`src/sv/itchdp_pkg.sv`:
```
// Shared types, codes and constants for the ITCH datagram parser.
// Used by every module of the block and by its checker; depends on nothing.
`default_nettype none

package itchdp_pkg;

	// Byte counter width: holds the largest receive buffer size (65536).
	localparam int POS_W = 17;
	localparam int MAX_DGRAM_DEFAULT = 65536;

	// Depth of the record queue between the byte front end and the result pipeline.
	localparam int QDEPTH = 4;

	// Timestamp decomposition: 7 hour bits, 6 minute bits, 6 second bits, 10 ms bits.
	localparam int TS_W = 48;
	localparam int QUO_W = 29;
	localparam int STEP_COUNT = QUO_W;

	localparam logic [TS_W-1:0] NS_HOUR = 48'd3600000000000;
	localparam logic [TS_W-1:0] NS_MIN = 48'd60000000000;
	localparam logic [TS_W-1:0] NS_SEC = 48'd1000000000;
	localparam logic [TS_W-1:0] NS_MS = 48'd1000000;

	// Message type characters.
	localparam logic [7:0] TYPE_SYS = 8'h53;       // 'S'
	localparam logic [7:0] TYPE_ADD = 8'h41;       // 'A'
	localparam logic [7:0] TYPE_TRADE = 8'h50;     // 'P'
	localparam logic [7:0] TYPE_DIR = 8'h4C;       // 'L'
	localparam logic [7:0] TYPE_DELETE = 8'h44;    // 'D'
	localparam logic [7:0] TYPE_REPLACE = 8'h55;   // 'U'
	localparam logic [7:0] TYPE_CANCEL = 8'h58;    // 'X'
	localparam logic [7:0] SPACE_CHAR = 8'h20;

	// Result kinds.
	localparam logic [3:0] KIND_SYS = 4'd0;
	localparam logic [3:0] KIND_ADD = 4'd1;
	localparam logic [3:0] KIND_TRADE = 4'd2;
	localparam logic [3:0] KIND_DIR = 4'd3;
	localparam logic [3:0] KIND_DELETE = 4'd4;
	localparam logic [3:0] KIND_REPLACE = 4'd5;
	localparam logic [3:0] KIND_CANCEL = 4'd6;
	localparam logic [3:0] KIND_UNKNOWN = 4'd7;
	localparam logic [3:0] KIND_INCOMPLETE = 4'd8;
	localparam logic [3:0] KIND_SHORT = 4'd9;
	localparam logic [3:0] KIND_RUNT = 4'd10;
	localparam logic [3:0] KIND_EMPTY = 4'd11;

	// Minimum message lengths per type.
	localparam logic [15:0] MIN_SYS = 16'd12;
	localparam logic [15:0] MIN_ADD = 16'd36;
	localparam logic [15:0] MIN_TRADE = 16'd44;
	localparam logic [15:0] MIN_DIR = 16'd22;
	localparam logic [15:0] MIN_DELETE = 16'd19;
	localparam logic [15:0] MIN_REPLACE = 16'd35;
	localparam logic [15:0] MIN_CANCEL = 16'd23;

	// Byte positions within a datagram.
	localparam logic [POS_W-1:0] POS_LEN_HI = 17'd0;
	localparam logic [POS_W-1:0] POS_LEN_LO = 17'd1;
	localparam logic [POS_W-1:0] POS_TYPE = 17'd2;
	localparam logic [POS_W-1:0] POS_TIME_FIRST = 17'd7;
	localparam logic [POS_W-1:0] POS_TIME_LAST = 17'd12;
	localparam logic [POS_W-1:0] POS_EVENT = 17'd13;
	localparam logic [POS_W-1:0] POS_SIDE = 17'd21;
	localparam logic [POS_W-1:0] POS_SYM_LATE_FIRST = 17'd26;
	localparam logic [POS_W-1:0] POS_SYM_LATE_LAST = 17'd33;
	localparam logic [POS_W-1:0] POS_SYM_DIR_FIRST = 17'd3;
	localparam logic [POS_W-1:0] POS_SYM_DIR_LAST = 17'd10;

	typedef struct packed {
		logic [7:0] data_byte;
		logic       datagram_end;
	} in_t;

	typedef struct packed {
		logic [3:0]  kind;
		logic [15:0] message_length;
		logic [7:0]  type_byte;
		logic [6:0]  hours;
		logic [5:0]  minutes;
		logic [5:0]  seconds;
		logic [9:0]  millis;
		logic [7:0]  evt_byte;
		logic [7:0]  side_code;
		logic [63:0] symbol;
		logic [3:0]  symbol_length;
	} out_t;

	// Captured state of one finished datagram.
	typedef struct packed {
		logic [POS_W-1:0] byte_count;
		logic [15:0]      length_field;
		logic [7:0]       message_type;
		logic [TS_W-1:0]  time_stamp;
		logic [7:0]       event_capture;
		logic [7:0]       side_capture;
		logic [63:0]      symbol_capture;
	} rec_t;

	// Divisor used by each compare-subtract step of the timestamp pipeline.
	function automatic logic [TS_W-1:0] step_div(input int k);
		logic [TS_W-1:0] d;
		if (k < 7) begin
			d = NS_HOUR << (6 - k);
		end else if (k < 13) begin
			d = NS_MIN << (12 - k);
		end else if (k < 19) begin
			d = NS_SEC << (18 - k);
		end else begin
			d = NS_MS << (28 - k);
		end
		return d;
	endfunction

endpackage

`default_nettype wire

```
`src/sv/itchdp_fifo.sv`:
```
// Short record queue between the byte front end and the result pipeline.
// Holds finished datagram records; depends on itchdp_pkg.
`default_nettype none

module itchdp_fifo import itchdp_pkg::*; (
	input  wire logic clk,
	input  wire logic arst_n,
	input  wire logic push,
	input  wire rec_t wr_rec,
	input  wire logic pop,
	output rec_t      rd_rec,
	output logic      not_empty,
	output logic      full
);

	localparam int PTR_W = $clog2(QDEPTH);
	localparam int CNT_W = $clog2(QDEPTH + 1);

	rec_t             mem_q [QDEPTH];
	logic [PTR_W-1:0] wr_q, rd_q;
	logic [CNT_W-1:0] cnt_q;

	assign rd_rec = mem_q[rd_q];
	assign not_empty = (cnt_q != '0);
	assign full = (cnt_q == CNT_W'(QDEPTH));

	always_ff @(posedge clk) begin
		if (push) begin
			mem_q[wr_q] <= wr_rec;
		end
	end

	always_ff @(posedge clk or negedge arst_n) begin
		if (!arst_n) begin
			wr_q <= '0;
			rd_q <= '0;
			cnt_q <= '0;
		end else begin
			if (push) begin
				wr_q <= wr_q + PTR_W'(1);
			end
			if (pop) begin
				rd_q <= rd_q + PTR_W'(1);
			end
			if (push && !pop) begin
				cnt_q <= cnt_q + CNT_W'(1);
			end else if (pop && !push) begin
				cnt_q <= cnt_q - CNT_W'(1);
			end
		end
	end

endmodule

`default_nettype wire

```
`config.mk`:
```
export PLATFORM = sky130hd
export DESIGN_NAME = itchdp_fifo
export DESIGN_NICKNAME = d
export VERILOG_FILES = /design/src/sv/itchdp_pkg.sv /design/src/sv/itchdp_fifo.sv
export SDC_FILE = /design/constraint.sdc
export NUM_CORES = 1
export LEC_CHECK = 0
export BUFFER_PORTS_ARGS = -buffer_cell sky130_fd_sc_hd__clkbuf_2
export CORE_UTILIZATION = 40
export CTS_CLUSTER_DIAMETER = 100
export DETAILED_ROUTE_END_ITERATION = 8
export GPL_ROUTABILITY_DRIVEN = 0
export HOLD_SLACK_MARGIN = 0.08
export PLACE_DENSITY = 0.57
export SYNTH_ARGS = -nofsm -noshare
export SYNTH_HDL_FRONTEND = slang
export SYNTH_SLANG_ARGS = --single-unit
```
`constraint.sdc`:
```
create_clock -name clk -period 14.8 [get_ports clk]
set_clock_uncertainty 0.2 [all_clocks]
set_input_delay 1.48 -clock clk [delete_from_list [all_inputs] [get_ports clk]]
set_output_delay 1.48 -clock clk [all_outputs]
set_load 0.03 [all_outputs]
```
# == After elaboration in Yosys (flattened, before gate mapping) ==
# Memories as Yosys holds them, arrays and structs flattened.
# Cells that the tools add are included.
# op_classes
n_eq_ne,1
n_addsub,4
mux,4
reduce_logical,6
# ops
op,n
$mux 3,2
$add 2x1->2 const B,2
$add 3x1->3 const B,1
$eq 3x3->1 const B,1
$reduce_bool 3->1,1
$sub 3x1->3 const B,1
$logic_and 1x1->1,2
$logic_not 1->1,2
$mux 1,2
$reduce_bool 2->1,1
# word_totals
regBits,7
ramBits,676
wordCells,19
output_inout_bits,171
mem_count,1
inputBits,173
# mem_list
name,words,width,rd,rd_clocked_by_memory_dff,write_ports,line,source
mem_q,4,169,1,0,1,itchdp_fifo.sv:19,rec_t mem_q [QDEPTH];

# == Depth between registers and ports, before layout ==
# depth
depth_word,4
depth_mapped,7
depth_no_buf,7

# == Worst setup path before layout ==
# No wires, ideal clock.
# synth_path
path_type,input to register
startpoint,input push
endpoint,"memory mem_q[1][0] (netlist bit), enable pin"
n_path_buf,0
setup_time_ps,549
path_slack_ps,8725
t_arrival_ps,5327
path_stages,1
t_required_ps,14051
path_cell_list,and2_1
# synth_between
elab_chain_len,2
# synth_rtl
element,line,source
from (decl),itchdp_fifo.sv:8,"input wire logic push,"
$mux 1,itchdp_fifo.sv:28,if (push) begin
$mux 1 (not written as such),itchdp_fifo.sv:29,mem_q[wr_q] <= wr_rec;
to (decl),itchdp_fifo.sv:19,
# No other way between the ends.

==> results.py <==
metrics = {
    "cells_and_area": {
        "nets": 1489,
        "fill_cells": 4954,
        "fin_cells": 2151,
        "drive_gt1_share_pct": 46.7,
        "layout_commonest_cell": "edfxtp_1",
        "layout_common_cells": "edfxtp_1, clkbuf_2, mux4_2",
        "final_core_util_pct": 49.0,
        "syn2layout_area_growth_pct": 20.1,
        "stdcell_area_um2": 29700,
    },
    "synthesis": {
        "yosysWarningCount": 0,
        "synth_top_area_share_pct": 82.0,
        "synth_top_area_cell": "edfxtp_1",
        "avgSynthCellArea_um2": 27.0,
        "syn_area_um2": 24700,
        "ys_ff_latch": 683,
        "synth_area_leaders": "edfxtp_1, mux4_2, dfrtp_1, buf_6, buf_2",
        "synth_cells": 917,
        "synth_seq_area_share_pct": 82.7,
        "synth_cell_types": 18,
        "syn_nets": 1096,
    },
    "setup_path": {
        "reg2reg_from": "wr_q[0]",
        "crit_top_cell": "buf_4",
        "endpoint": "rd_rec[51]",
        "worstSetupPathDepth": 4,
        "critPathArrivalTime_ns": 4.13,
        "crit_required_ns": 13.12,
        "cpLargestDelayFamily": "buffers and inverters",
        "crit_type": "register to primary output",
        "path_cells": "buf_4, buf_4, mux4_2, clkbuf_2",
        "critPathBufInv": 3,
        "end_kind": "primary output",
        "cpPeakStageDelay_ns": 0.93,
        "r2r_cells": 5,
        "start_kind": "register",
        "r2r_end": "mem_q[0][51]",
        "critical_path.slowest_cell": "dfrtp_4",
        "path_max_fanout": 46,
        "ff2ff_setup_slack_ns": 11.07,
        "worstSetupStartpoint": "rd_q[0]",
    },
    "placed_design": {
        "place_area_um2": 27300,
        "portBuffers": 343,
        "dp_hpwl_um": 28600,
        "dpl.cell_count": 2016,
    },
    "global_routing": {
        "grt_pass1_wl_um": 72600,
        "grt_pass1_vias": 11500,
        "grt_max_degree": 116,
        "grt_util_all_layers_pct": 15.6,
        "antenna_found_initial": 10,
        "grt.overflow.total": 0,
    },
    "drt": {
        "wl_per_cell_um": 22.7,
        "vias": 10900,
        "drt-initial-drc-count": 549,
        "remaining_drc_errors": 0,
        "final_antenna_net_count": 0,
        "wl_um": 48900,
        "via_per_inst": 5.05,
        "drt_pass1_iterations": 6,
    },
    "clock_tree": {
        "clk_latency_ns": 0.59,
        "cts_buffers": 74,
        "htreeDepth": 3,
        "hold_buffers": 0,
        "clk_path_buf_depth": 3,
        "cts_tree": "yes",
        "cts_root_buf": "clkbuf_16",
        "clk_pin_slew_ns": 0.06,
        "cts_resized": 0,
        "cts.sinks": 683,
        "cts_setup_buffers": 0,
    },
    "die": {
        "die_x_um": 251,
        "dieArea_um2": 62900,
        "die_h_um": 251,
        "coreArea_um2": 60700,
        "rows": 90,
        "io_pins": 344,
        "initial_utilization_pct": 40.8,
    },
    "sta": {
        "worst_slew_pin_slew_ns": 0.992,
        "drv_slew": 0,
        "rsz0062_at_grt": "no",
        "period_minus_slack_ns": 5.81,
        "slew_headroom_pct": 33.9,
        "setup_viol": 0,
        "hold_slack_ns": 0.288,
        "hold_viol": 0,
        "fmax_mhz": 172,
        "fin_setup_tns_ns": 0,
        "period_share_pct": 39.3,
    },
    "run_status": {
        "status": "completed",
    },
    "min_path": {
        "min_path_cells": 1,
        "hold_class": "register to register",
    },
    "pwr": {
        "leakagePower_nw": 10.2,
        "p_per_area_nw_per_um2": 220,
        "ir_drop_v": 0.000137,
    },
    "run": {
        "timing.max_cap.violations": 0,
    },
}
-- worst min path at each step --
stage	startpoint	endpoint	slack [ns]
2_1_floorplan	cnt_q[2]	cnt_q[2]	0.25
3_3_place_gp	cnt_q[2]	cnt_q[2]	0.27
3_5_place_dp	cnt_q[2]	cnt_q[2]	0.28
4_1_cts	cnt_q[2]	cnt_q[2]	0.29
5_1_grt	cnt_q[2]	cnt_q[2]	0.32
6_report	cnt_q[2]	cnt_q[2]	0.29
-- cells in the mapped netlist --
master	number
edfxtp_1	676
mux4_2	169
buf_2	20
buf_6	11
clkbuf_1	7
dfrtp_1	7
ha_1	5
and2_1	4
inv_1	4
xor2_1	4
nand2_1	2
xnor2_1	2
fa_1	1
mux2_2	1
nor2_1	1
nor3b_1	1
o21ai_0	1
or3_1	1
-- state kept, by name (all words and copies together), names as in the netlist --
signal	cells
mem_q	676
cnt_q	3
wr_q	2
rd_q	2
-- layer usage --
metal / global-route usage [%] / wire [um] / vias up
met4: 5.15 / 865 / 16
met3: 5.64 / 3930 / 74
met2: 24.5 / 23800 / 281
met5: 0 / 107 / -
met1: 20.3 / 20200 / 5706
li1: - / - / 4793
-- final cells by class --
class	count	area (um2)	share of cell area [%]
inverter	4	15.0	0.0505
tap	782	978	3.29
antenna	2	5.00	0.0168
timing repair buffer	355	1820	6.12
clock buffer	95	2020	6.81
multi-input combinational	192	4020	13.5
sequential	683	20500	68.9
clock inverter	38	373	1.25
-- per-stage QoR --
stage | setup WS (ns) | total power (W)
3_3_place_gp | 9.38 | 0.00484
6_report | 8.99 | 0.00655
4_1_cts | 8.73 | 0.00667
5_1_grt | 8.52 | 0.00683
3_5_place_dp | 9.37 | 0.00485
2_1_floorplan | 8.72 | 0.00427
-- report_power, final --
part	internal (W)	switching, W
Combinational	0.000719	0.00136
Clock	0.00109	0.000716
Sequential	0.00253	0.000129
-- logic make-up (layout without fill, tap and decap cells) --
group	count (synthesis)	count (layout)	share of synthesized area, %
other cells	0	2	0
buf+inv	42	492	1.07
fa+ha+maj	6	6	0.334
compound gates	1	1	0.0202
xor+xnor	6	6	0.212
mux	170	170	15.4
simple gates	9	9	0.202
flops	683	683	82.7
Power figures use the tool's default switching activity.
