File: src/sv/itchdp_pkg.sv
// Shared types, codes and constants for the ITCH datagram parser.
// Used by every module of the block and by its checker; depends on nothing.
`default_nettype none

package itchdp_pkg;

	// Byte counter width: holds the largest receive buffer size (65536).
	localparam int POS_W = 17;
	localparam int MAX_DGRAM_DEFAULT = 65536;

	// Depth of the record queue between the byte front end and the result pipeline.
	localparam int QDEPTH = 4;

	// Timestamp decomposition: 7 hour bits, 6 minute bits, 6 second bits, 10 ms bits.
	localparam int TS_W = 48;
	localparam int QUO_W = 29;
	localparam int STEP_COUNT = QUO_W;

	localparam logic [TS_W-1:0] NS_HOUR = 48'd3600000000000;
	localparam logic [TS_W-1:0] NS_MIN = 48'd60000000000;
	localparam logic [TS_W-1:0] NS_SEC = 48'd1000000000;
	localparam logic [TS_W-1:0] NS_MS = 48'd1000000;

	// Message type characters.
	localparam logic [7:0] TYPE_SYS = 8'h53;       // 'S'
	localparam logic [7:0] TYPE_ADD = 8'h41;       // 'A'
	localparam logic [7:0] TYPE_TRADE = 8'h50;     // 'P'
	localparam logic [7:0] TYPE_DIR = 8'h4C;       // 'L'
	localparam logic [7:0] TYPE_DELETE = 8'h44;    // 'D'
	localparam logic [7:0] TYPE_REPLACE = 8'h55;   // 'U'
	localparam logic [7:0] TYPE_CANCEL = 8'h58;    // 'X'
	localparam logic [7:0] SPACE_CHAR = 8'h20;

	// Result kinds.
	localparam logic [3:0] KIND_SYS = 4'd0;
	localparam logic [3:0] KIND_ADD = 4'd1;
	localparam logic [3:0] KIND_TRADE = 4'd2;
	localparam logic [3:0] KIND_DIR = 4'd3;
	localparam logic [3:0] KIND_DELETE = 4'd4;
	localparam logic [3:0] KIND_REPLACE = 4'd5;
	localparam logic [3:0] KIND_CANCEL = 4'd6;
	localparam logic [3:0] KIND_UNKNOWN = 4'd7;
	localparam logic [3:0] KIND_INCOMPLETE = 4'd8;
	localparam logic [3:0] KIND_SHORT = 4'd9;
	localparam logic [3:0] KIND_RUNT = 4'd10;
	localparam logic [3:0] KIND_EMPTY = 4'd11;

	// Minimum message lengths per type.
	localparam logic [15:0] MIN_SYS = 16'd12;
	localparam logic [15:0] MIN_ADD = 16'd36;
	localparam logic [15:0] MIN_TRADE = 16'd44;
	localparam logic [15:0] MIN_DIR = 16'd22;
	localparam logic [15:0] MIN_DELETE = 16'd19;
	localparam logic [15:0] MIN_REPLACE = 16'd35;
	localparam logic [15:0] MIN_CANCEL = 16'd23;

	// Byte positions within a datagram.
	localparam logic [POS_W-1:0] POS_LEN_HI = 17'd0;
	localparam logic [POS_W-1:0] POS_LEN_LO = 17'd1;
	localparam logic [POS_W-1:0] POS_TYPE = 17'd2;
	localparam logic [POS_W-1:0] POS_TIME_FIRST = 17'd7;
	localparam logic [POS_W-1:0] POS_TIME_LAST = 17'd12;
	localparam logic [POS_W-1:0] POS_EVENT = 17'd13;
	localparam logic [POS_W-1:0] POS_SIDE = 17'd21;
	localparam logic [POS_W-1:0] POS_SYM_LATE_FIRST = 17'd26;
	localparam logic [POS_W-1:0] POS_SYM_LATE_LAST = 17'd33;
	localparam logic [POS_W-1:0] POS_SYM_DIR_FIRST = 17'd3;
	localparam logic [POS_W-1:0] POS_SYM_DIR_LAST = 17'd10;

	typedef struct packed {
		logic [7:0] data_byte;
		logic       datagram_end;
	} in_t;

	typedef struct packed {
		logic [3:0]  kind;
		logic [15:0] message_length;
		logic [7:0]  type_byte;
		logic [6:0]  hours;
		logic [5:0]  minutes;
		logic [5:0]  seconds;
		logic [9:0]  millis;
		logic [7:0]  evt_byte;
		logic [7:0]  side_code;
		logic [63:0] symbol;
		logic [3:0]  symbol_length;
	} out_t;

	// Captured state of one finished datagram.
	typedef struct packed {
		logic [POS_W-1:0] byte_count;
		logic [15:0]      length_field;
		logic [7:0]       message_type;
		logic [TS_W-1:0]  time_stamp;
		logic [7:0]       event_capture;
		logic [7:0]       side_capture;
		logic [63:0]      symbol_capture;
	} rec_t;

	// Divisor used by each compare-subtract step of the timestamp pipeline.
	function automatic logic [TS_W-1:0] step_div(input int k);
		logic [TS_W-1:0] d;
		if (k < 7) begin
			d = NS_HOUR << (6 - k);
		end else if (k < 13) begin
			d = NS_MIN << (12 - k);
		end else if (k < 19) begin
			d = NS_SEC << (18 - k);
		end else begin
			d = NS_MS << (28 - k);
		end
		return d;
	endfunction

endpackage

`default_nettype wire

File: src/sv/itchdp_front.sv
// Byte front end: takes one datagram byte per cycle while the queue is not full and captures header fields.
// Pushes one record per datagram into the queue. Depends on itchdp_pkg.
`default_nettype none

module itchdp_front import itchdp_pkg::*; #(
	parameter int MAX_DATAGRAM_BYTES = MAX_DGRAM_DEFAULT
) (
	input  wire logic clk,
	input  wire logic arst_n,
	input  wire logic byte_valid,
	output logic      byte_ready,
	input  wire in_t  byte_data,
	input  wire logic q_full,
	output logic      push,
	output rec_t      rec
);

	logic [POS_W-1:0] pos_q, pos_d;
	logic [15:0]      len_q, len_d;
	logic [7:0]       type_q, type_d;
	logic [TS_W-1:0]  time_q, time_d;
	logic [7:0]       event_q, event_d;
	logic [7:0]       side_q, side_d;
	logic [63:0]      sym_q, sym_d;
	logic             accept;
	logic             take;
	logic             sym_late;
	logic [7:0]       b;

	assign byte_ready = !q_full;
	assign accept = byte_valid && byte_ready;
	assign push = accept && byte_data.datagram_end;
	assign b = byte_data.data_byte;

	// Bytes past the receive buffer size are dropped and the count saturates.
	assign take = accept && (pos_q < POS_W'(MAX_DATAGRAM_BYTES));
	assign sym_late = (type_q == TYPE_ADD) || (type_q == TYPE_TRADE) || (type_q == TYPE_REPLACE);

	always_comb begin
		pos_d = pos_q;
		len_d = len_q;
		type_d = type_q;
		time_d = time_q;
		event_d = event_q;
		side_d = side_q;
		sym_d = sym_q;
		if (take) begin
			pos_d = pos_q + POS_W'(1);
			if (pos_q == POS_LEN_HI) begin
				len_d = {b, 8'h00};
			end else if (pos_q == POS_LEN_LO) begin
				len_d = {len_q[15:8], b};
			end else if (pos_q == POS_TYPE) begin
				type_d = b;
			end
			if (pos_q >= POS_TIME_FIRST && pos_q <= POS_TIME_LAST) begin
				time_d = {time_q[TS_W-9:0], b};
			end
			if (pos_q == POS_EVENT) begin
				event_d = b;
			end
			if (pos_q == POS_SIDE) begin
				side_d = b;
			end
			if ((sym_late && pos_q >= POS_SYM_LATE_FIRST && pos_q <= POS_SYM_LATE_LAST) ||
			    (type_q == TYPE_DIR && pos_q >= POS_SYM_DIR_FIRST && pos_q <= POS_SYM_DIR_LAST)) begin
				sym_d = {sym_q[55:0], b};
			end
		end
	end

	assign rec.byte_count = pos_d;
	assign rec.length_field = len_d;
	assign rec.message_type = type_d;
	assign rec.time_stamp = time_d;
	assign rec.event_capture = event_d;
	assign rec.side_capture = side_d;
	assign rec.symbol_capture = sym_d;

	always_ff @(posedge clk or negedge arst_n) begin
		if (!arst_n) begin
			pos_q <= '0;
			len_q <= '0;
			type_q <= '0;
			time_q <= '0;
			event_q <= '0;
			side_q <= '0;
			sym_q <= '0;
		end else if (accept) begin
			if (byte_data.datagram_end) begin
				pos_q <= '0;
				len_q <= '0;
				type_q <= '0;
				time_q <= '0;
				event_q <= '0;
				side_q <= '0;
				sym_q <= '0;
			end else begin
				pos_q <= pos_d;
				len_q <= len_d;
				type_q <= type_d;
				time_q <= time_d;
				event_q <= event_d;
				side_q <= side_d;
				sym_q <= sym_d;
			end
		end
	end

endmodule

`default_nettype wire

File: config.mk
export PLATFORM = sky130hd
export DESIGN_NAME = itchdp_front
export DESIGN_NICKNAME = d
export VERILOG_FILES = /design/src/sv/itchdp_pkg.sv /design/src/sv/itchdp_front.sv
export SDC_FILE = /design/constraint.sdc
export NUM_CORES = 1
export LEC_CHECK = 0
export ABC_AREA = 1
export BUFFER_PORTS_ARGS = -buffer_cell sky130_fd_sc_hd__buf_2
export CORE_UTILIZATION = 60
export CTS_CLUSTER_DIAMETER = 120
export CTS_CLUSTER_SIZE = 10
export DETAILED_ROUTE_END_ITERATION = 10
export GPL_TIMING_DRIVEN = 1
export PLACE_DENSITY = 0.94
export SLEW_MARGIN = 0
export SYNTH_ARGS = -nofsm -noshare
export SYNTH_HDL_FRONTEND = slang
export SYNTH_SLANG_ARGS = --single-unit
export TNS_END_PERCENT = 1
File: constraint.sdc
create_clock -name clk -period 5.15 [get_ports clk]
set_input_delay 0.2575 -clock clk [delete_from_list [all_inputs] [get_ports clk]]
set_output_delay 0.2575 -clock clk [all_outputs]
set_load 0.01 [all_outputs]
# Word level (Yosys, flattened, before mapping)
# Index checks and enable logic that the tools add are counted.
[op_classes]
n_div = 0
bitwise = 0
order_cmp = 7
n_mux = 23
shift = 0
n_reduce_logical = 13
multipliers = 0
eq_ne = 8
addsub = 1
[ops]
columns = ["cell", "count"]
rows = [
  ["$mux 64", 3],
  ["$mux 48", 3],
  ["$mux 8", 12],
  ["$mux 16", 3],
  ["$le 17x4->1 const B", 2],
  ["$mux 17", 2],
  ["$eq 8x7->1 const B", 4],
  ["$add 17x1->17 const B", 1],
  ["$eq 17x1->1 const B", 1],
  ["$eq 17x2->1 const B", 1],
  ["$eq 17x4->1 const B", 1],
  ["$eq 17x5->1 const B", 1],
  ["$ge 17x2->1 const B", 1],
  ["$ge 17x3->1 const B", 1],
  ["$ge 17x5->1 const B", 1],
  ["$le 17x6->1 const B", 1],
  ["$logic_not 17->1", 1],
  ["$lt 17x17->1 const B", 1],
  ["$logic_and 1x1->1", 8],
  ["$logic_or 1x1->1", 3],
  ["$logic_not 1->1", 1],
]
[word_totals]
register_bits = 169
mem_bits_ro = 0
mem_count = 0
input_bits = 13
latchBits = 0
output_inout_bits = 171
mem_bits_rw = 0
elab_cells = 59

# Depth between registers and ports, before layout
# Gate-level depths: netlist (run 1).
[depth]
ltp_word = 9
ltp_mapped = 14
ltp_nobuf = 13

# Worst setup path before layout (run 1)
# Ideal clock, no wire load.
[synth_path]
kind = "register to output"
from = "register pos_q[0]"
to = "output port rec[144] in the netlist's numbering"
n_path_buf = 1
t_arrival_ns = 1.614
path_stages_with_launch = 8
slack_ns = 3.278
path_cell_list = "dfrtp_1 > inv_1 > ha_1 > nor3b_1 > nand4_1 > clkbuf_1 > o21ai_0 > inv_1"
[synth_lines]
columns = ["element", "line_no", "text"]
rows = [
  ["from (decl)", "itchdp_front.sv:18", "logic [POS_W-1:0] pos_q, pos_d;"],
  ["from (signal assigned)", "itchdp_front.sv:99", "pos_q <= pos_d;"],
  ["to (decl)", "itchdp_front.sv:15", "output rec_t rec"],
]

==> results.py, run 1 <==
metrics = {
    "status": {
        "status": "complete, no violations",
    },
    "critical_path": {
        "crit_path_start_kind": "register",
        "critPathMaxStageDelay_ns": 0.87,
        "r2r_cells": 14,
        "crit_arrival_ns": 3.69,
        "crit_slowest_cell": "nand2_2",
        "crit_top_cell": "nand2_1",
        "crit_family": "simple AND/OR/NAND/NOR gates",
        "r2r_end": "sym_q[4]",
        "required_ns": 4.89,
        "r2r-start": "pos_q[1]",
        "critPathKind": "reg -> out",
        "cp_max_fo": 65,
        "worst-path-buf-inv": 4,
        "r2r_slack_ns": 1.77,
        "path_cells": "inv_1 -> ha_1 -> nand2_1 -> inv_2 -> nand2_1 -> nand3_1 -> nand3_1 -> nand2_2 -> buf_4 -> nand2_2 -> nand2_1 -> nand2_1 -> buf_2",
        "worstSetupEndpointType": "output pin",
    },
    "placement": {
        "dp.cells": 1680,
        "gp_congestion": 0.937,
        "port_buffers": 183,
        "hpwl_mm": 17.3,
    },
    "clock_network": {
        "cts_made_buffers": 17,
        "cts_resized": 0,
        "clock_sinks": 169,
        "clockBufferDepth": 2,
        "tritoncts": "yes",
        "cts_root_buffer": "clkbuf_16",
        "clk_pin_slew_worst_paths_ns": 0.06,
        "insertion_delay_ns": 0.43,
        "h-tree-depth": 4,
    },
    "sta": {
        "drv_slew": 0,
        "rsz0062_at_grt": "no",
        "fin_skew_ns": 0.0107,
        "relSlewSlack_pct": 18.9,
        "tightest_slew_ns": 1.22,
        "fin_setup_tns_ns": 0,
        "timing.final.crit_share_pct": 76.7,
        "fmax_mhz": 253,
        "hold_violations": 0,
        "min_period_ns": 3.95,
        "whs_ns": 0.208,
        "setup_viol": 0,
    },
    "layout": {
        "area_growth_pct": 15.5,
        "layout_commonest_cell": "nand2_1",
        "final_cell_mix": "nand2_1, buf_2, dfrtp_1, nand3_1, inv_1",
        "insertedDiodeCount": 0,
        "final_util_pct": 71.1,
        "num-nets-final": 1506,
        "instances_no_fill": 1713,
        "drive_gt1_share_pct": 16.8,
    },
    "routing": {
        "drc_errors": 0,
        "drt_iter0_markers": 1221,
        "ant_nets": 0,
        "vias_per_cell": 5.58,
        "drtPass1Iterations": 6,
        "avgRoutedWirePerCell_um": 15.4,
        "wl_mm": 26.3,
        "vias": 9560,
    },
    "global_route": {
        "grt_use_met2_pct": 53.9,
        "grt_max_degree": 102,
        "overflow": 0,
        "busiest_layer": "met2",
        "grt_usage_pct": 33.1,
        "antenna_found_initial": 0,
        "met3_usage_pct": 8.25,
        "met1_usage_pct": 42.7,
        "first_global_vias": 8915,
        "grt_pass1_wl_mm": 42.7,
    },
    "floorplanning": {
        "rows": 45,
        "start_util_pct": 61.6,
        "die_w_um": 127,
        "dieArea_um2": 16200,
        "die_y_um": 127,
        "coreArea_um2": 15300,
        "ioPinCount": 184,
    },
    "hold_path": {
        "holdCritPathClass": "in -> reg",
        "min_to": "pos_q[0]",
        "min_from": "byte_data[0]",
        "hold_depth": 4,
    },
    "logic_synthesis": {
        "synth_nets": 1373,
        "yosys_most_used_dff": "dfrtp_1",
        "synthArstFlopShare_pct": 100,
        "synth_cell_types": 35,
        "synth_edf_count": 0,
        "ys.warnings.count": 0,
        "ys_ff_latch": 169,
        "yosysSeqAreaShare_pct": 45.0,
        "synthesis.instances": 1356,
        "syn_area_per_cell_um2": 6.93,
        "syn_area_um2": 9390,
    },
    "flow_run": {
        "maxCapViolations": 0,
    },
    "pwr": {
        "p_leak_nw": 6.86,
        "ir_drop_uv": 242,
        "power.density_nw_per_um2": 281,
    },
}
==> synth_stat cells, types with 2 or more instances <==
| cell | instances | area share, % |
|---|---|---|
| nand2_1 | 665 | 27 |
| nor2_1 | 33 | 1.3 |
| buf_6 | 12 | 1.4 |
| buf_1 | 6 | 0.24 |
| o21ai_0 | 22 | 1.2 |
| dfrtp_1 | 169 | 45 |
| nor2_2 | 3 | 0.20 |
| inv_2 | 9 | 0.36 |
| mux2i_1 | 2 | 0.21 |
| xor2_1 | 10 | 0.93 |
| nor3_1 | 9 | 0.48 |
| nand2_2 | 3 | 0.20 |
| buf_2 | 16 | 0.85 |
| ha_1 | 4 | 0.53 |
| nand3_1 | 123 | 6.6 |
| and3_1 | 8 | 0.53 |
| o22ai_1 | 35 | 2.3 |
| inv_1 | 110 | 4.4 |
| a21oi_1 | 2 | 0.11 |
| o21ai_1 | 40 | 2.1 |
| nor2_4 | 2 | 0.24 |
| nand4_1 | 14 | 0.93 |
| clkbuf_1 | 47 | 1.9 |
==> logic make-up after synthesis <==
family	after synthesis	synth area share [%]
adder cells (fa/ha/maj)	4	0.533
XOR/XNOR	10	0.932
multiplexers	2	0.213
flip-flops	169	45.0
AO/OA/AOI/OAI	101	5.90
AND/OR/NAND/NOR	870	38.2
buffers and inverters	200	9.16
==> timing repair <==
item	4_1_cts	5_1_grt
hold buffers	1	0
setup buffers	0	0
endpoints found under the hold margin	44	0
==> report_power, final <==
part	internal, mW	switching, mW
clock network	0.688	0.572
registers	1.36	0.0229
logic	0.116	0.296
total	2.16	0.891
==> registers in the layout, indices dropped and copies added (netlist names) <==
name	flops
type_q	8
pos_q	17
event_q	8
len_q	16
sym_q	64
time_q	48
side_q	8
==> worst max path at each step <==
stage	start	cells past startpoint	endpoint
6_report	pos_q[1]	13	rec[4]
5_1_grt	pos_q[1]	13	rec[6]
4_1_cts	pos_q[1]	13	rec[31]
3_5_place_dp	pos_q[1]	13	rec[6]
3_3_place_gp	pos_q[7]	12	rec[7]
2_1_floorplan	pos_q[0]	7	rec[144]
==> worst register-to-register path: stages (launching register included) <==
cell and delay, ns:
dfrtp_1 0.44, inv_1 0.17, ha_1 0.22, nand2_1 0.12, inv_2 0.08, nand2_1 0.05
nand3_1 0.06, nand3_1 0.09, nand2_2 0.06, buf_4 0.53, nand2_2 0.89, nand2_1 0.30
nand2_1 0.11, nand2_1 0.09, nand2_1 0.07
==> stage by stage <==
step | power, mW | setup WS, ns | cell area [µm²]
2_1_floorplan | 1.65 | 3.28 | 9390
3_3_place_gp | 1.80 | 1.73 | 10300
3_5_place_dp | 1.81 | 1.73 | 10300
4_1_cts | 3.06 | 1.25 | 10800
5_1_grt | 3.16 | 0.886 | 10800
6_report | 3.05 | 1.20 | 10800
==> cell type report <==
cell class	count	area, µm²
Inverter	119	447
Clock inverter	14	134
Fill cell	1222	4410
Sequential cell	169	4230
Timing Repair Buffer	195	1010
Tap cell	211	264
Multi-Input combinational cell	987	4320
Clock buffer	18	439
==> routing by layer <==
layer	part of all wire, %	up-vias	routed length [µm]
met5	0	-	0
met4	2.9	0	762
met3	9.1	78	2400
met2	47	503	12500
met1	41	4460	10700
li1	-	4519	-
(Power assumes the default switching activity.)
==> inputs of run 2 (changes only) <==
--- a/config.mk
+++ b/config.mk
@@ -5,14 +5,14 @@
 export SDC_FILE = /design/constraint.sdc
 export NUM_CORES = 1
 export LEC_CHECK = 0
-export ABC_AREA = 1
+export ABC_AREA = 0
 export BUFFER_PORTS_ARGS = -buffer_cell sky130_fd_sc_hd__buf_2
-export CORE_UTILIZATION = 60
+export CORE_UTILIZATION = 51
 export CTS_CLUSTER_DIAMETER = 120
 export CTS_CLUSTER_SIZE = 10
 export DETAILED_ROUTE_END_ITERATION = 10
 export GPL_TIMING_DRIVEN = 1
-export PLACE_DENSITY = 0.94
+export PLACE_DENSITY = 0.86
 export SLEW_MARGIN = 0
 export SYNTH_ARGS = -nofsm -noshare
 export SYNTH_HDL_FRONTEND = slang
==> constraint.sdc (replaced) <==
create_clock -name clk -period 3.6 [get_ports clk]
set_input_delay 0.18 -clock clk [delete_from_list [all_inputs] [get_ports clk]]
set_output_delay 0.18 -clock clk [all_outputs]
set_load 0.01 [all_outputs]
==> run 2 against run 1 <==
Compared with the run above:
- setup slack worse by 0.94 ns
- via count shrank 23%
- clock skew down 0.0032 ns
- highest routed layer unchanged
- sequential share of layout area grew 0.086 points
- sequential power up 62%
- synthesized area down 0.81%
- largest power group unchanged
- cell area shrank 0.22%
- combinational power is 150% higher
- first-iteration DRC count fell by 60%
==> results.py, run 2 <==
metrics = {
    "status": {
        "status": "complete, no violations",
    },
    "logic_synthesis": {
        "synthDominantCellAreaShare_pct": 45.4,
        "synthArstFlopShare_pct": 100,
        "synth_commonest_cells": "dfrtp_1, mux2_2, a22o_1",
        "synth_area_leaders": "dfrtp_1, mux2_2, a22o_1, o2bb2ai_1, nand2_1",
        "synth_cell_types": 52,
        "syn_area_per_cell_um2": 11.1,
        "ys_ff_latch": 169,
        "ys.warnings.count": 0,
        "synthesis.instances": 842,
        "synth_nets": 859,
        "yosysSeqAreaShare_pct": 45.4,
        "yosys_most_used_dff": "dfrtp_1",
        "yosys.area.top_type": "dfrtp_1",
        "synth_edf_count": 0,
        "syn_area_um2": 9320,
        "synth.most_common_cell": "dfrtp_1",
    },
    "placement": {
        "gp_congestion": 0.854,
        "place_area_um2": 10200,
        "port_buffers": 183,
        "hpwl_mm": 15.4,
    },
    "sta": {
        "fmax_mhz": 299,
        "rsz0062_at_grt": "no",
        "setup_viol": 0,
        "tightest_slew_ns": 0.876,
        "drv_slew": 0,
        "fin_setup_tns_ns": 0,
        "min_period_ns": 3.34,
        "fin_skew_ns": 0.00750,
        "hold_violations": 0,
        "timing.final.crit_share_pct": 92.8,
        "relSlewSlack_pct": 40.8,
    },
    "clock_network": {
        "h-tree-depth": 4,
        "cts_made_buffers": 17,
        "clock_sinks": 169,
        "tritoncts": "yes",
        "post_cts_buffers": 0,
        "cts_root_buffer": "clkbuf_16",
        "ctsHoldBuffers": 1,
        "clk_pin_slew_worst_paths_ns": 0.06,
        "clockBufferDepth": 2,
        "insertion_delay_ns": 0.43,
        "cts_resized": 0,
    },
    "routing": {
        "ant_nets": 0,
        "wl_mm": 23.4,
        "drt_iter0_markers": 486,
        "vias_per_cell": 6.05,
        "avgRoutedWirePerCell_um": 19.2,
        "vias": 7385,
        "drc_errors": 0,
        "drtPass1Iterations": 6,
    },
    "floorplanning": {
        "ioPinCount": 184,
        "dieArea_um2": 18800,
        "die_w_um": 137,
        "rows": 49,
        "coreArea_um2": 18000,
        "die_y_um": 137,
        "start_util_pct": 51.9,
    },
    "global_route": {
        "grt_pass1_wl_mm": 36.4,
        "overflow": 0,
        "grt_usage_pct": 25.2,
        "antenna_found_initial": 0,
        "grt_max_degree": 91,
        "first_global_vias": 6911,
    },
    "layout": {
        "layout_commonest_cell": "buf_2",
        "largest_reg_flops": 64,
        "reg_top3": "sym_q x64, time_q x48, pos_q x17",
        "num-nets-final": 996,
        "largest_register": "sym_q",
        "final_cell_mix": "buf_2, dfrtp_1, mux2_2, a22o_1, nand2_1",
        "stdcell_area_um2": 10800,
        "insertedDiodeCount": 0,
        "drive_gt1_share_pct": 38.3,
        "area_growth_pct": 16.2,
    },
    "pwr": {
        "p_leak_nw": 5.23,
        "ir_drop_uv": 330,
        "power.density_nw_per_um2": 470,
        "power.total_mw": 5.09,
    },
    "critical_path": {
        "path_cells": "nor3b_2 -> and4_1 -> o2111a_2 -> buf_4 -> mux2_2 -> buf_2",
        "required_ns": 3.42,
        "crit_slowest_cell": "nor3b_2",
        "crit_path_start_kind": "register",
        "cp-startpoint": "pos_q[16]",
        "critPathMaxStageDelay_ns": 0.53,
        "r2r-start": "pos_q[16]",
        "critPathKind": "reg -> out",
        "crit_arrival_ns": 3.16,
        "cp_max_fo": 48,
        "worstSetupEndpointType": "output pin",
    },
    "hold_path": {
        "min_from": "byte_data[7]",
        "holdCritPathClass": "in -> reg",
    },
    "flow_run": {
        "maxCapViolations": 0,
    },
}
[run 2: changes by cell type after synthesis, moves of 39 or more]
cell	delta
nand2_1	-587
mux2_2	+139
inv_1	-102
a22o_1	+90
nand3_1	-76
o21ai_1	-39
[run 2: cell type report]
type	count	area, µm²
inverter	9	33.8
multi-input combinational	583	4630
tap	229	287
timing repair buffer	199	1060
sequential	169	4230
fill	1455	7140
clock inverter	9	114
clock buffer	22	474
[run 2: path summary, 6_finish.rpt]
check,end,slack [ns],cells after the start
worst max-delay path,rec[108],0.26,6
worst min-delay path,sym_q[6],0.11,2
worst max register to register,time_q[44],0.72,6
worst min register to register,side_q[2],0.50,1
max in group asynchronous,time_q[12],2.29,3
min in group asynchronous,pos_q[10],0.40,2
[run 2: power by group]
part	switching (mW)	internal, mW
Combinational	0.542	0.469
Sequential	0.156	2.09
Clock	0.757	1.08
[run 2: per-stage QoR]
step                      hold WS [ns]  setup slack [ns]  instances  util [%]
after floorplan                 -0.116              1.33        842         -
after global placement           0.321             0.730       1188      56.9
after detailed placement         0.319             0.769       1188      56.9
after CTS                       0.0872             0.290       1220      60.2
after global routing             0.104            0.0958       1220      60.2
final                            0.112             0.260       1220      60.2
[run 2: worst max-delay path, delay by kind of cell (launching register included)]
kind                   cells  cell delay, ns
and+or+nand+nor            2            0.94
buffers and inverters      2            0.65
muxes                      1            0.43
DFF                        1            0.41
AOI/OAI and AO/OA          1            0.27
[run 2: cell families after synthesis]
family | after synthesis | synth area share, %
AO/OA/AOI/OAI | 201 | 17.3
XOR/XNOR | 16 | 1.50
adder cells (fa/ha/maj) | 4 | 0.537
buffers and inverters | 90 | 5.09
flip-flops | 169 | 45.4
multiplexers | 152 | 18.2
AND/OR/NAND/NOR | 210 | 12.0
[run 2: layer usage]
layer  vias up  track usage, %  share of wire (%)
li1       3410               -                  -
met1      3661            33.7                 43
met2       294            39.0                 47
met3        20            8.37                8.6
met4         0            6.78               0.85
met5         -               0                  0
